<file path="config.mk">
export PLATFORM = sky130hd
export DESIGN_NAME = motor_drive_direction_interlock_unit
export DESIGN_NICKNAME = d
export VERILOG_FILES = /design/src/rtl/mddi_pkg.sv /design/src/rtl/mddi_ctrl.sv /design/src/rtl/mddi_scale.sv /design/src/rtl/motor_drive_direction_interlock_unit.sv
export SDC_FILE = /design/constraint.sdc
export NUM_CORES = 1
export LEC_CHECK = 0
export ABC_CLOCK_PERIOD_IN_PS = 12000
export BUFFER_PORTS_ARGS = -buffer_cell sky130_fd_sc_hd__buf_2
export CAP_MARGIN = 20
export CORE_UTILIZATION = 69
export DETAILED_ROUTE_END_ITERATION = 10
export GPL_TIMING_DRIVEN = 0
export PLACE_DENSITY = 0.95
export SLEW_MARGIN = 20
export SYNTH_ARGS = -nofsm -noshare
export SYNTH_HDL_FRONTEND = slang
export SYNTH_SLANG_ARGS = --single-unit
</file>
<file path="constraint.sdc">
create_clock -name clk -period 12 [get_ports clk]
set_input_delay 0.6 -clock clk [delete_from_list [all_inputs] [get_ports clk]]
set_output_delay 0.6 -clock clk [all_outputs]
set_load 0.01 [all_outputs]
</file>
<file path="src/rtl/mddi_pkg.sv">
package mddi_pkg;

  typedef enum logic [1:0] {
    ST_STOP = 2'd0,
    ST_FWD  = 2'd1,
    ST_BACK = 2'd2
  } drive_state_t;

  typedef enum logic [1:0] {
    CMD_STOP = 2'd0,
    CMD_FWD  = 2'd1,
    CMD_BACK = 2'd2
  } command_t;

  typedef enum logic [2:0] {
    REG_COMPARE_MIN     = 3'd0,
    REG_COMPARE_MAX     = 3'd1,
    REG_MANUAL_DUTY     = 3'd2,
    REG_COMMAND_TIMEOUT = 3'd3,
    REG_AUTO_GAIN       = 3'd4
  } reg_index_t;

  localparam int MANUAL_DUTY_W = 7;
  localparam int TIMEOUT_W     = 16;
  localparam int GAIN_W        = 8;
  localparam int SPEED_W       = 6;
  localparam int MEASURED_W    = 16;
  localparam int DUTY_W        = 7;
  localparam int RAW_DUTY_W    = SPEED_W + GAIN_W;
  localparam int FULL_DUTY     = 100;

  typedef struct packed {
    logic         manual;
    logic         auto_on;
    logic         cmd_valid;
    logic [1:0]   cmd;
    logic [SPEED_W-1:0] speed;
    logic         still;
  } item_flags_t;

  typedef struct packed {
    logic         cmp_write;
    logic         dir_write;
    logic         dir_level;
    drive_state_t state;
  } result_meta_t;

endpackage

</file>
<file path="src/rtl/mddi_ctrl.sv">
module mddi_ctrl
  import mddi_pkg::*;
#(
  parameter int TICK_WIDTH = 32
) (
  input  logic                     clk,
  input  logic                     rst,
  input  logic                     advance,
  input  logic [TICK_WIDTH-1:0]    now_ticks,
  input  item_flags_t              flags,
  input  logic [MANUAL_DUTY_W-1:0] manual_duty,
  input  logic [TIMEOUT_W-1:0]     command_timeout,
  input  logic [GAIN_W-1:0]        auto_gain,
  output logic [DUTY_W-1:0]        duty,
  output result_meta_t             meta
);

  drive_state_t            drive_state;
  drive_state_t            drive_state_next;
  command_t                held_command;
  command_t                held_command_next;
  logic [TICK_WIDTH-1:0]   last_command_time;
  logic [TICK_WIDTH-1:0]   last_command_time_next;
  logic [TICK_WIDTH-1:0]   elapsed;
  logic [RAW_DUTY_W-1:0]   raw_duty;
  logic                    dir_write;
  logic                    dir_level;
  logic                    duty_ok;

  always_comb begin
    held_command_next      = held_command;
    last_command_time_next = last_command_time;
    if (flags.cmd_valid) begin
      last_command_time_next = now_ticks;
      unique case (flags.cmd)
        CMD_FWD:  held_command_next = CMD_FWD;
        CMD_BACK: held_command_next = CMD_BACK;
        default:  held_command_next = CMD_STOP;
      endcase
    end
    elapsed = now_ticks - last_command_time_next;
    if (flags.manual && (elapsed > TICK_WIDTH'(command_timeout))) begin
      held_command_next = CMD_STOP;
    end

    drive_state_next = drive_state;
    raw_duty         = '0;
    dir_write        = 1'b0;
    dir_level        = 1'b0;
    priority if (flags.manual) begin
      unique case (drive_state)
        ST_STOP: begin
          if (held_command_next == CMD_FWD) begin
            raw_duty         = RAW_DUTY_W'(manual_duty);
            dir_write        = 1'b1;
            drive_state_next = ST_FWD;
          end else if (held_command_next == CMD_BACK) begin
            raw_duty         = RAW_DUTY_W'(manual_duty);
            dir_write        = 1'b1;
            dir_level        = 1'b1;
            drive_state_next = ST_BACK;
          end
        end
        ST_FWD: begin
          if (held_command_next == CMD_FWD) begin
            raw_duty  = RAW_DUTY_W'(manual_duty);
            dir_write = 1'b1;
          end else if (flags.still) begin
            drive_state_next = ST_STOP;
          end
        end
        ST_BACK: begin
          if (held_command_next == CMD_BACK) begin
            raw_duty  = RAW_DUTY_W'(manual_duty);
            dir_write = 1'b1;
            dir_level = 1'b1;
          end else if (flags.still) begin
            drive_state_next = ST_STOP;
          end
        end
        default: drive_state_next = drive_state;
      endcase
    end else if (flags.auto_on) begin
      raw_duty  = RAW_DUTY_W'(flags.speed) * RAW_DUTY_W'(auto_gain);
      dir_write = 1'b1;
    end else begin
      raw_duty = '0;
    end
    duty_ok = (raw_duty <= RAW_DUTY_W'(FULL_DUTY));
  end

  assign duty           = duty_ok ? raw_duty[DUTY_W-1:0] : '0;
  assign meta.cmp_write = duty_ok;
  assign meta.dir_write = dir_write;
  assign meta.dir_level = dir_level;
  assign meta.state     = drive_state_next;

  always_ff @(posedge clk) begin
    if (rst) begin
      drive_state       <= ST_STOP;
      held_command      <= CMD_STOP;
      last_command_time <= '0;
    end else if (advance) begin
      drive_state       <= drive_state_next;
      held_command      <= held_command_next;
      last_command_time <= last_command_time_next;
    end
  end

  a_no_fwd_to_back: assert property (@(posedge clk) disable iff (rst)
    (advance && drive_state == ST_FWD) |=> (drive_state != ST_BACK))
    else $error("forward went straight to backward");

  a_no_back_to_fwd: assert property (@(posedge clk) disable iff (rst)
    (advance && drive_state == ST_BACK) |=> (drive_state != ST_FWD))
    else $error("backward went straight to forward");

  a_moving_holds: assert property (@(posedge clk) disable iff (rst)
    (advance && drive_state == ST_FWD && !flags.still) |=> (drive_state == ST_FWD))
    else $error("forward left while still moving");

  a_auto_keeps_state: assert property (@(posedge clk) disable iff (rst)
    (advance && !flags.manual) |=> $stable(drive_state))
    else $error("drive state changed outside manual mode");

endmodule

</file>
<file path="src/rtl/mddi_scale.sv">
module mddi_scale
  import mddi_pkg::*;
#(
  parameter int COMPARE_WIDTH = 16
) (
  input  logic                     clk,
  input  logic                     rst,
  input  logic                     in_valid,
  output logic                     in_ready,
  input  logic [DUTY_W-1:0]        in_duty,
  input  result_meta_t             in_meta,
  input  logic [COMPARE_WIDTH-1:0] compare_min,
  input  logic [COMPARE_WIDTH-1:0] compare_max,
  output logic                     out_valid,
  input  logic                     out_ready,
  output logic [COMPARE_WIDTH-1:0] out_value,
  output result_meta_t             out_meta
);

  localparam int CW       = COMPARE_WIDTH;
  localparam int QW       = CW - 6;
  localparam int PW       = 2 * CW + 1;
  localparam int RSHIFT   = CW + 7;
  localparam logic [63:0] RECIP_FULL = ((64'd1 << RSHIFT) + 64'd99) / 64'd100;
  localparam logic [CW:0] RECIP      = RECIP_FULL[CW:0];
  localparam int PART_W   = 2 * DUTY_W;
  localparam int SMALL_MUL   = 5243;
  localparam int SMALL_SHIFT = 19;
  localparam int SMALL_PW    = PART_W + 13;

  logic               va, vb, vc, vd;
  logic               en_a, en_b, en_c, en_d, en_e;
  logic [CW-1:0]      span_a, span_b;
  logic [DUTY_W-1:0]  duty_a, duty_b, duty_c;
  result_meta_t       meta_a, meta_b, meta_c, meta_d;
  logic [QW-1:0]      sq_b, sq_c;
  logic [DUTY_W-1:0]  sr_c;
  logic [CW-1:0]      whole_d;
  logic [PART_W-1:0]  part_d;
  logic [PW-1:0]      prod;
  logic [CW-1:0]      rem_full;
  logic [SMALL_PW-1:0] small_prod;

  assign en_e     = !out_valid || out_ready;
  assign en_d     = !vd || en_e;
  assign en_c     = !vc || en_d;
  assign en_b     = !vb || en_c;
  assign en_a     = !va || en_b;
  assign in_ready = en_a;

  assign prod       = PW'(span_a) * PW'(RECIP);
  assign rem_full   = span_b - (CW'(sq_b) * CW'(FULL_DUTY));
  assign small_prod = SMALL_PW'(part_d) * SMALL_PW'(SMALL_MUL);

  always_ff @(posedge clk) begin
    if (rst) begin
      va        <= 1'b0;
      vb        <= 1'b0;
      vc        <= 1'b0;
      vd        <= 1'b0;
      out_valid <= 1'b0;
    end else begin
      if (en_a) va <= in_valid;
      if (en_b) vb <= va;
      if (en_c) vc <= vb;
      if (en_d) vd <= vc;
      if (en_e) out_valid <= vd;
    end
  end

  always_ff @(posedge clk) begin
    if (en_a) begin
      span_a <= compare_max - compare_min;
      duty_a <= in_duty;
      meta_a <= in_meta;
    end
    if (en_b) begin
      sq_b   <= prod[PW-1:RSHIFT];
      span_b <= span_a;
      duty_b <= duty_a;
      meta_b <= meta_a;
    end
    if (en_c) begin
      sq_c   <= sq_b;
      sr_c   <= rem_full[DUTY_W-1:0];
      duty_c <= duty_b;
      meta_c <= meta_b;
    end
    if (en_d) begin
      whole_d <= CW'(sq_c) * CW'(duty_c);
      part_d  <= PART_W'(sr_c) * PART_W'(duty_c);
      meta_d  <= meta_c;
    end
    if (en_e) begin
      out_value <= meta_d.cmp_write
                   ? compare_min + whole_d + CW'(small_prod[SMALL_PW-1:SMALL_SHIFT])
                   : '0;
      out_meta  <= meta_d;
    end
  end

  a_zero_when_no_write: assert property (@(posedge clk) disable iff (rst)
    (out_valid && !out_meta.cmp_write) |-> (out_value == '0))
    else $error("compare value set without a compare write");

  a_rem_below_hundred: assert property (@(posedge clk) disable iff (rst)
    vc |-> (sr_c < DUTY_W'(FULL_DUTY)))
    else $error("remainder out of range");

endmodule

</file>
<file path="src/rtl/motor_drive_direction_interlock_unit.sv">
// An accepted item passes the input register and the five-stage compare scaling
// pipeline before its result is presented. Throughput: one item per cycle unless
// m_tready stalls the output; the input register, the drive state update and the
// scaling pipeline each take a new item every cycle. Configuration writes are
// taken every cycle. Reset (rst, synchronous): drive state stopped, stored
// command stop, command time zero, registers to their defaults, pipeline empty.
module motor_drive_direction_interlock_unit
  import mddi_pkg::*;
#(
  parameter int COMPARE_WIDTH = 16,
  parameter int TICK_WIDTH    = 32
) (
  input  logic                   clk,
  input  logic                   rst,
  input  logic                   s_tvalid,
  output logic                   s_tready,
  // now_ticks, manual_mode, auto_mode, command_valid, manual_command,
  // requested_speed, measured_speed
  input  logic [((TICK_WIDTH+27+7)/8)*8-1:0] s_tdata,
  output logic                   m_tvalid,
  input  logic                   m_tready,
  // compare_write, compare_value, direction_write, direction_level, drive_state_out
  output logic [((COMPARE_WIDTH+5+7)/8)*8-1:0] m_tdata,
  input  logic                   cfg_valid,
  output logic                   cfg_ready,
  input  logic [2:0]             cfg_index,
  input  logic [(COMPARE_WIDTH > 16 ? COMPARE_WIDTH : 16)-1:0] cfg_data
);

  localparam int TW      = TICK_WIDTH;
  localparam int CW      = COMPARE_WIDTH;
  localparam int OUT_W   = ((CW + 5 + 7) / 8) * 8;
  localparam int OFS_MAN = TW;
  localparam int OFS_AUT = TW + 1;
  localparam int OFS_CV  = TW + 2;
  localparam int OFS_CMD = TW + 3;
  localparam int OFS_SPD = TW + 5;
  localparam int OFS_MEA = OFS_SPD + SPEED_W;

  logic [CW-1:0]            compare_min;
  logic [CW-1:0]            compare_max;
  logic [MANUAL_DUTY_W-1:0] manual_duty;
  logic [TIMEOUT_W-1:0]     command_timeout;
  logic [GAIN_W-1:0]        auto_gain;

  logic                     v0;
  logic [TW-1:0]            now_ticks;
  item_flags_t              flags;
  logic                     scale_ready;
  logic                     advance;
  logic [DUTY_W-1:0]        duty;
  result_meta_t             meta;
  logic [CW-1:0]            out_value;
  result_meta_t             out_meta;

  assign cfg_ready = 1'b1;

  always_ff @(posedge clk) begin
    if (rst) begin
      compare_min     <= '0;
      compare_max     <= CW'(32'd65535);
      manual_duty     <= MANUAL_DUTY_W'(30);
      command_timeout <= TIMEOUT_W'(500);
      auto_gain       <= GAIN_W'(5);
    end else if (cfg_valid) begin
      unique case (cfg_index)
        REG_COMPARE_MIN:     compare_min     <= cfg_data[CW-1:0];
        REG_COMPARE_MAX:     compare_max     <= cfg_data[CW-1:0];
        REG_MANUAL_DUTY:     manual_duty     <= cfg_data[MANUAL_DUTY_W-1:0];
        REG_COMMAND_TIMEOUT: command_timeout <= cfg_data[TIMEOUT_W-1:0];
        REG_AUTO_GAIN:       auto_gain       <= cfg_data[GAIN_W-1:0];
        default:             compare_min     <= compare_min;
      endcase
    end
  end

  assign s_tready = !v0 || scale_ready;
  assign advance  = v0 && scale_ready;

  always_ff @(posedge clk) begin
    if (rst) begin
      v0 <= 1'b0;
    end else if (s_tready) begin
      v0 <= s_tvalid;
    end
  end

  always_ff @(posedge clk) begin
    if (s_tready) begin
      now_ticks       <= s_tdata[TW-1:0];
      flags.manual    <= s_tdata[OFS_MAN];
      flags.auto_on   <= s_tdata[OFS_AUT];
      flags.cmd_valid <= s_tdata[OFS_CV];
      flags.cmd       <= s_tdata[OFS_CMD+1:OFS_CMD];
      flags.speed     <= s_tdata[OFS_SPD+SPEED_W-1:OFS_SPD];
      flags.still     <= (s_tdata[OFS_MEA+MEASURED_W-1:OFS_MEA] == '0);
    end
  end

  mddi_ctrl #(
    .TICK_WIDTH(TW)
  ) u_ctrl (
    .clk             (clk),
    .rst             (rst),
    .advance         (advance),
    .now_ticks       (now_ticks),
    .flags           (flags),
    .manual_duty     (manual_duty),
    .command_timeout (command_timeout),
    .auto_gain       (auto_gain),
    .duty            (duty),
    .meta            (meta)
  );

  mddi_scale #(
    .COMPARE_WIDTH(CW)
  ) u_scale (
    .clk         (clk),
    .rst         (rst),
    .in_valid    (v0),
    .in_ready    (scale_ready),
    .in_duty     (duty),
    .in_meta     (meta),
    .compare_min (compare_min),
    .compare_max (compare_max),
    .out_valid   (m_tvalid),
    .out_ready   (m_tready),
    .out_value   (out_value),
    .out_meta    (out_meta)
  );

  assign m_tdata = OUT_W'({out_meta.state, out_meta.dir_level, out_meta.dir_write,
                           out_value, out_meta.cmp_write});

endmodule

</file>
# After elaboration in Yosys (flattened, before gate mapping)
# Index checks and enable logic that the tools add are counted.
[classes]
n_mul = 6
mux = 25
n_reduce_logical = 22
n_shift = 0
n_div = 0
n_eq_ne = 10
n_bitwise = 0
addsub = 5
magnitude_cmp = 2
[op_table]
columns = ["cell", "count"]
rows = [
  ["14-bit 2-to-1 mux", 3],
  ["14-bit one-hot mux with 3 select lines", 1],
  ["16-bit by 17-bit multiplier with 33-bit output (second input constant)", 1],
  ["32-bit by 16-bit > comparator with 1-bit output", 1],
  ["32-bit 2-to-1 mux", 1],
  ["32-bit subtractor", 1],
  ["14-bit by 13-bit multiplier with 27-bit output (second input constant)", 1],
  ["16-bit adder", 1],
  ["16-bit by 8-bit adder with 16-bit output", 1],
  ["16-bit logical NOT", 1],
  ["10-bit by 7-bit multiplier with 16-bit output", 1],
  ["2-bit 2-to-1 mux", 8],
  ["16-bit subtractor", 1],
  ["14-bit by 7-bit <= comparator with 1-bit output (second input constant)", 1],
  ["6-bit by 8-bit multiplier with 14-bit output", 1],
  ["7-bit by 7-bit multiplier with 14-bit output", 1],
  ["7-bit 2-to-1 mux", 2],
  ["10-bit by 5-bit multiplier with 5-bit output (second input constant)", 1],
  ["2-bit AND reduction", 5],
  ["7-bit subtractor", 1],
  ["2-bit by 1-bit equality test with 1-bit output (second input constant)", 3],
  ["2-bit equality test (second input constant)", 3],
  ["3-bit by 2-bit equality test with 1-bit output (second input constant)", 2],
  ["1-bit logical NOT", 6],
  ["11 further kinds", 22],
]
[word_totals]
register_bits = 291
inputBits = 88
out_inout_bits = 27
latch_bits = 0
mem_bits_ro = 0
memories = 0
elab_cells = 122
mem_bits_rw = 0

# Logic depth before layout (Yosys ltp)
[logic_depth]
depth_word = 11
depth_mapped = 30
ltp_nobuf = 30

# Modules after synthesis
# From an unflattened synthesis, not the netlist that was laid out.
[hier_totals]
cells_unflattened = 2760
area_unflattened_um2 = 28079.4
[by_module_without_submodules]
columns = ["module", "area_per_inst_um2", "instances", "cells_each", "seq_area_each_um2"]
rows = [
  ["mddi_scale", 18220.0, 1, 1687, 4364.2],
  ["mddi_ctrl", 5876.9, 1, 766, 720.7],
  ["motor_drive_direction_interlock_unit", 3982.6, 1, 307, 2602.5],
]

# Least setup slack after synthesis
# Ideal clock, no wire load.
[synth_timing]
path_kind = "register -> register"
from = "register u_scale.part_d[11]"
to = "register u_scale.out_value[15] (data pin)"
arrival_ns = 6.755
setup_slack_ns = 4.989
setup_ns = 0.255
n_path_buf = 0
period_less_slack_ns = 7.011
stages_incl_launch_ff = 27
required_time_ns = 11.745
cell_sequence = "edfxtp_1 > fa_1 > ha_1 > fa_1 > fa_1 > inv_1 > fa_1 > inv_1 > ha_1 > a21o_1 > a21o_1 > a21oi_1 > nor4bb_1 > a21oi_1 > a21o_1 > xnor2_1 > fa_1 > fa_1 > nor2b_1 > o21ai_0 > a21boi_0 > o211a_1 > o2111ai_1 > a31oi_1 > nand3_1 > a21oi_1 > and3b_1"
[synth_between]
elab_chain_cells = 2
[synth_lines]
columns = ["element", "line_no", "rtl"]
rows = [
  ["start: declaration", "mddi_scale.sv:39", "logic [PART_W-1:0] part_d;"],
  ["start signal: assignment", "mddi_scale.sv:91", "part_d <= PART_W'(sr_c) * PART_W'(duty_c);"],
  ["14-bit by 13-bit multiplier with 27-bit output", "mddi_scale.sv:53", "assign small_prod = SMALL_PW'(part_d) * SMALL_PW'(SMALL_MUL);"],
  ["16-bit by 8-bit adder with 16-bit output", "mddi_scale.sv:96", "? compare_min + whole_d + CW'(small_prod[SMALL_PW-1:SMALL_SHIFT])"],
  ["end signal: assignment", "mddi_scale.sv:95", "out_value <= meta_d.cmp_write"],
  ["end: declaration", "mddi_scale.sv:16", "output logic [COMPARE_WIDTH-1:0] out_value,"],
]
# No other way between the ends.
# A chain may end at the register's enable or synchronous reset.

# Final worst setup path
[layout_timing]
from = "register u_scale.part_d[11]"
to = "register u_scale.out_value[14] (data pin)"
# The elaborated chain is that of the path after synthesis.

==> reports/qor.csv <==
stage;metric;value;unit
floorplan;die footprint;40600;um2
timing;Slew HR;26.03;%
power_and_ir_drop;leakage;14.61;nW
clocking;CTS tree;yes;
critical_path;CP most frequent cell;fa_1;
critical_path;CP required;12310;ps
final_layout;most frequent cells in the layout;inv_1, ha_1, nand2_1, fa_1, edfxtp_1;
yosys;post-synthesis compound-gate area fraction;9.911;%
floorplan;total core area;38920;um2
routing;total DRC errors in the routed layout;0;
yosys;area of the mapped netlist;27460;um2
outcome;status;complete, no violations;
clocking;Worst-path clk slew;60;ps
grt;first-pass GRT wire length;113.3;mm
final_layout;share of cells above drive strength 1;7.293;%
final_layout;leading cell type in the layout, fill and taps excluded;inv_1;
yosys;Post-Synth Simple-Gate Area;11.29;%
clocking;Post-CTS Hold Buffers;0;
yosys;synth top area cells;edfxtp_1, fa_1, ha_1;
critical_path;Largest stage delay, worst path;560;ps
grt;antenna violations before repair;0;
critical_path;R2R setup slack;3830;ps
clocking;clk root buf;clkbuf_16;
yosys;mux contribution to synthesized area;2.119;%
yosys;largest family of logic cells by synthesized area;adder cells;
routing;Via density;6.193;
final_layout;fin nets;3639;
yosys;Post-synth EDFFs;186;
clocking;Post CTS Setup Buffer Count;0;
yosys;Top FF cell, synth;edfxtp_1;
power_and_ir_drop;Pwr Density;299.9;nW/um2
yosys;Async S/R FF share, synth;0;%
timing;Worst Max-Slew Pin Slew;1105;ps
timing;TNS Setup;0;ps
routing;DRT Pass-1 Iters;6;
flow_run;Max-cap violations;0;
clocking;clock latency at the later pin of the worst-skew pair;580;ps
final_layout;Layout area overhead;8.480;%
routing;Routed WL;69.71;mm
floorplan;IO Pins;115;
grt;GRT Residual Overflow;0;
power_and_ir_drop;Tot Pwr;8.932;mW
clocking;TritonCTS Buffers;30;
yosys;Seq/Total Area, Yosys;28.00;%
yosys;Mapped Cells;2743;
grt;vias in the first global route;22890;
routing;WL/cell;20.35;um
clocking;Longest Clk Path Bufs;3;
final_layout;number of fill cells in the layout;2281;
timing;Fin Clk Skew;26.10;ps
critical_path;Worst Path Buf+Inv;3;
routing;via count;21210;
floorplan;Die X;201.5;um
placement;dpl hpwl;53.76;mm
timing;RSZ-0062 raised after global routing;no;
timing;final worst path period need;8167;ps
power_and_ir_drop;Worst VDD drop;453.2;uV
critical_path;delay-heaviest family, CP;adder cells;
critical_path;CP max FO;6;
yosys;Post-Synth XOR/XNOR Area;3.126;%
clocking;H-tree Lvls;1;
clocking;cts repair resizes;0;
final_layout;antenna cells;0;
routing;drt initial violations;1873;
yosys;leading area contributor after synthesis;edfxtp_1;
critical_path;crit end category;flip-flop;
clocking;Num Clock Sinks;291;
critical_path;critical path class;reg -> reg;
timing;final hold vios;0;
placement;Final Wtd Congestion;0.9650;
timing;fin crit share;68.06;%
yosys;Cell variety after synth;85;
placement;IO Port Bufs;103;
floorplan;Starting Density;70.56;%
grt;largest net degree at the start of global routing;36;
yosys;area share of the largest cell type after synthesis;20.34;%
critical_path;slowest CP cell;fa_1;
critical_path;Arr. time, crit path;8480;ps
timing;Max Clk Rate;122.4;MHz
worst_hold_path;hold crit path type;in -> reg;
critical_path;startpoint types;flip-flop;
routing;Final ANT Viol Nets;0;
timing;count of final setup violators;0;
yosys;Avg Cell Area, Syn;10.01;um2
yosys;Post-Synth Adder-Cell Area;37.52;%
grt;GRT Total Usage;34.87;%
yosys;Ys Warns;0;
timing;max-slew violation count;0;
yosys;number of synthesized register bits;291;
floorplan;row count;72;
floorplan;die height;201.5;um
where the power goes:
group	leakage [nW]	switching, mW	internal, mW
registers	2.87	0.177	1.33
logic	11.2	3.64	2.76
clock network	0.534	0.415	0.609
total	14.6	4.23	4.70
final cells by class:
cell class	instances	area, um2	area share [%]
multi-input cells	1890	17580	59.03
flip-flops and latches	291	7687	25.81
inverters	501	1881	6.313
clock buffers	42	898.4	3.016
well taps	518	648.1	2.176
repair buffers	106	578.1	1.941
plain buffers	63	320.3	1.075
clock inverters	14	191.4	0.6427
layer usage:
| metal | share of wire [%] | vias up | GRT usage, % |
|---|---|---|---|
| li1 | - | 9450 | - |
| met1 | 37 | 10340 | 41.40 |
| met2 | 50 | 1109 | 61.77 |
| met3 | 8.1 | 313 | 5.863 |
| met4 | 5.1 | 0 | 15.91 |
| met5 | 0 | - | 0 |
cells in the mapped netlist (all sizes together), types with 4 or more instances:
cell type	count
nand3	35
or2	9
nand4	15
nor3	22
buf	24
o21ai	53
a21boi	7
a21oi	142
a31oi	18
and3	14
a41oi	4
o2111ai	10
o21bai	11
ha	409
o41ai	6
clkbuf	39
a221oi	5
xor2	23
nand2	276
and2	80
o22ai	4
inv	501
dfxtp	105
edfxtp	186
mux2i	57
o31a	4
a21o	29
a211oi	44
fa	259
o211ai	17
a22oi	5
nand3b	4
or3	10
nor3b	7
nor2b	25
nor2	118
o21a	17
xnor2	75
nand2b	15
nor4	11
and4	6
metrics by stage:
stage	std cells	setup WS (ps)	instance area, um2	utilization [%]	hold WS, ps
after floorplan	2745	4989	27470	-	400.3
after global placement	3366	4431	28630	73.57	401.7
after detailed placement	3368	4171	28670	73.67	404.5
after CTS	3424	3972	29760	76.47	190.8
after global routing	3425	3351	29790	76.54	183.4
final	3425	3833	29790	76.54	192.8
worst paths after layout:
kind / startpoint / endpoint / cells past startpoint
worst max register to register: u_scale.part_d[11] / u_scale.out_value[14] / 27
worst min-delay path: s_tdata[35] / flags[7] / 1
worst max-delay path: u_scale.part_d[11] / u_scale.out_value[14] / 27
worst min register to register: u_scale.duty_b[6] / u_scale.duty_c[6] / 0
registers in the layout (all words and copies together) (netlist names), 8 cells and up:
signal,flops
compare_min,16
auto_gain,8
u_ctrl.last_command_time,32
u_scale.sq_c,10
flags,12
u_scale.whole_d,16
u_scale.span_a,16
now_ticks,32
u_scale.sq_b,10
u_scale.out_value,16
u_scale.part_d,14
command_timeout,16
compare_max,16
logic make-up (layout without fill, tap and decap cells):
group / count (synthesis) / in the layout
AND/OR/NAND/NOR: 654 / 654
XOR/XNOR: 98 / 98
multiplexers: 58 / 58
adder cells (fa/ha/maj): 668 / 668
AO/OA/AOI/OAI: 408 / 408
flip-flops: 291 / 291
other: 2 / 4
buffers and inverters: 564 / 726
(Power assumes the default switching activity.)
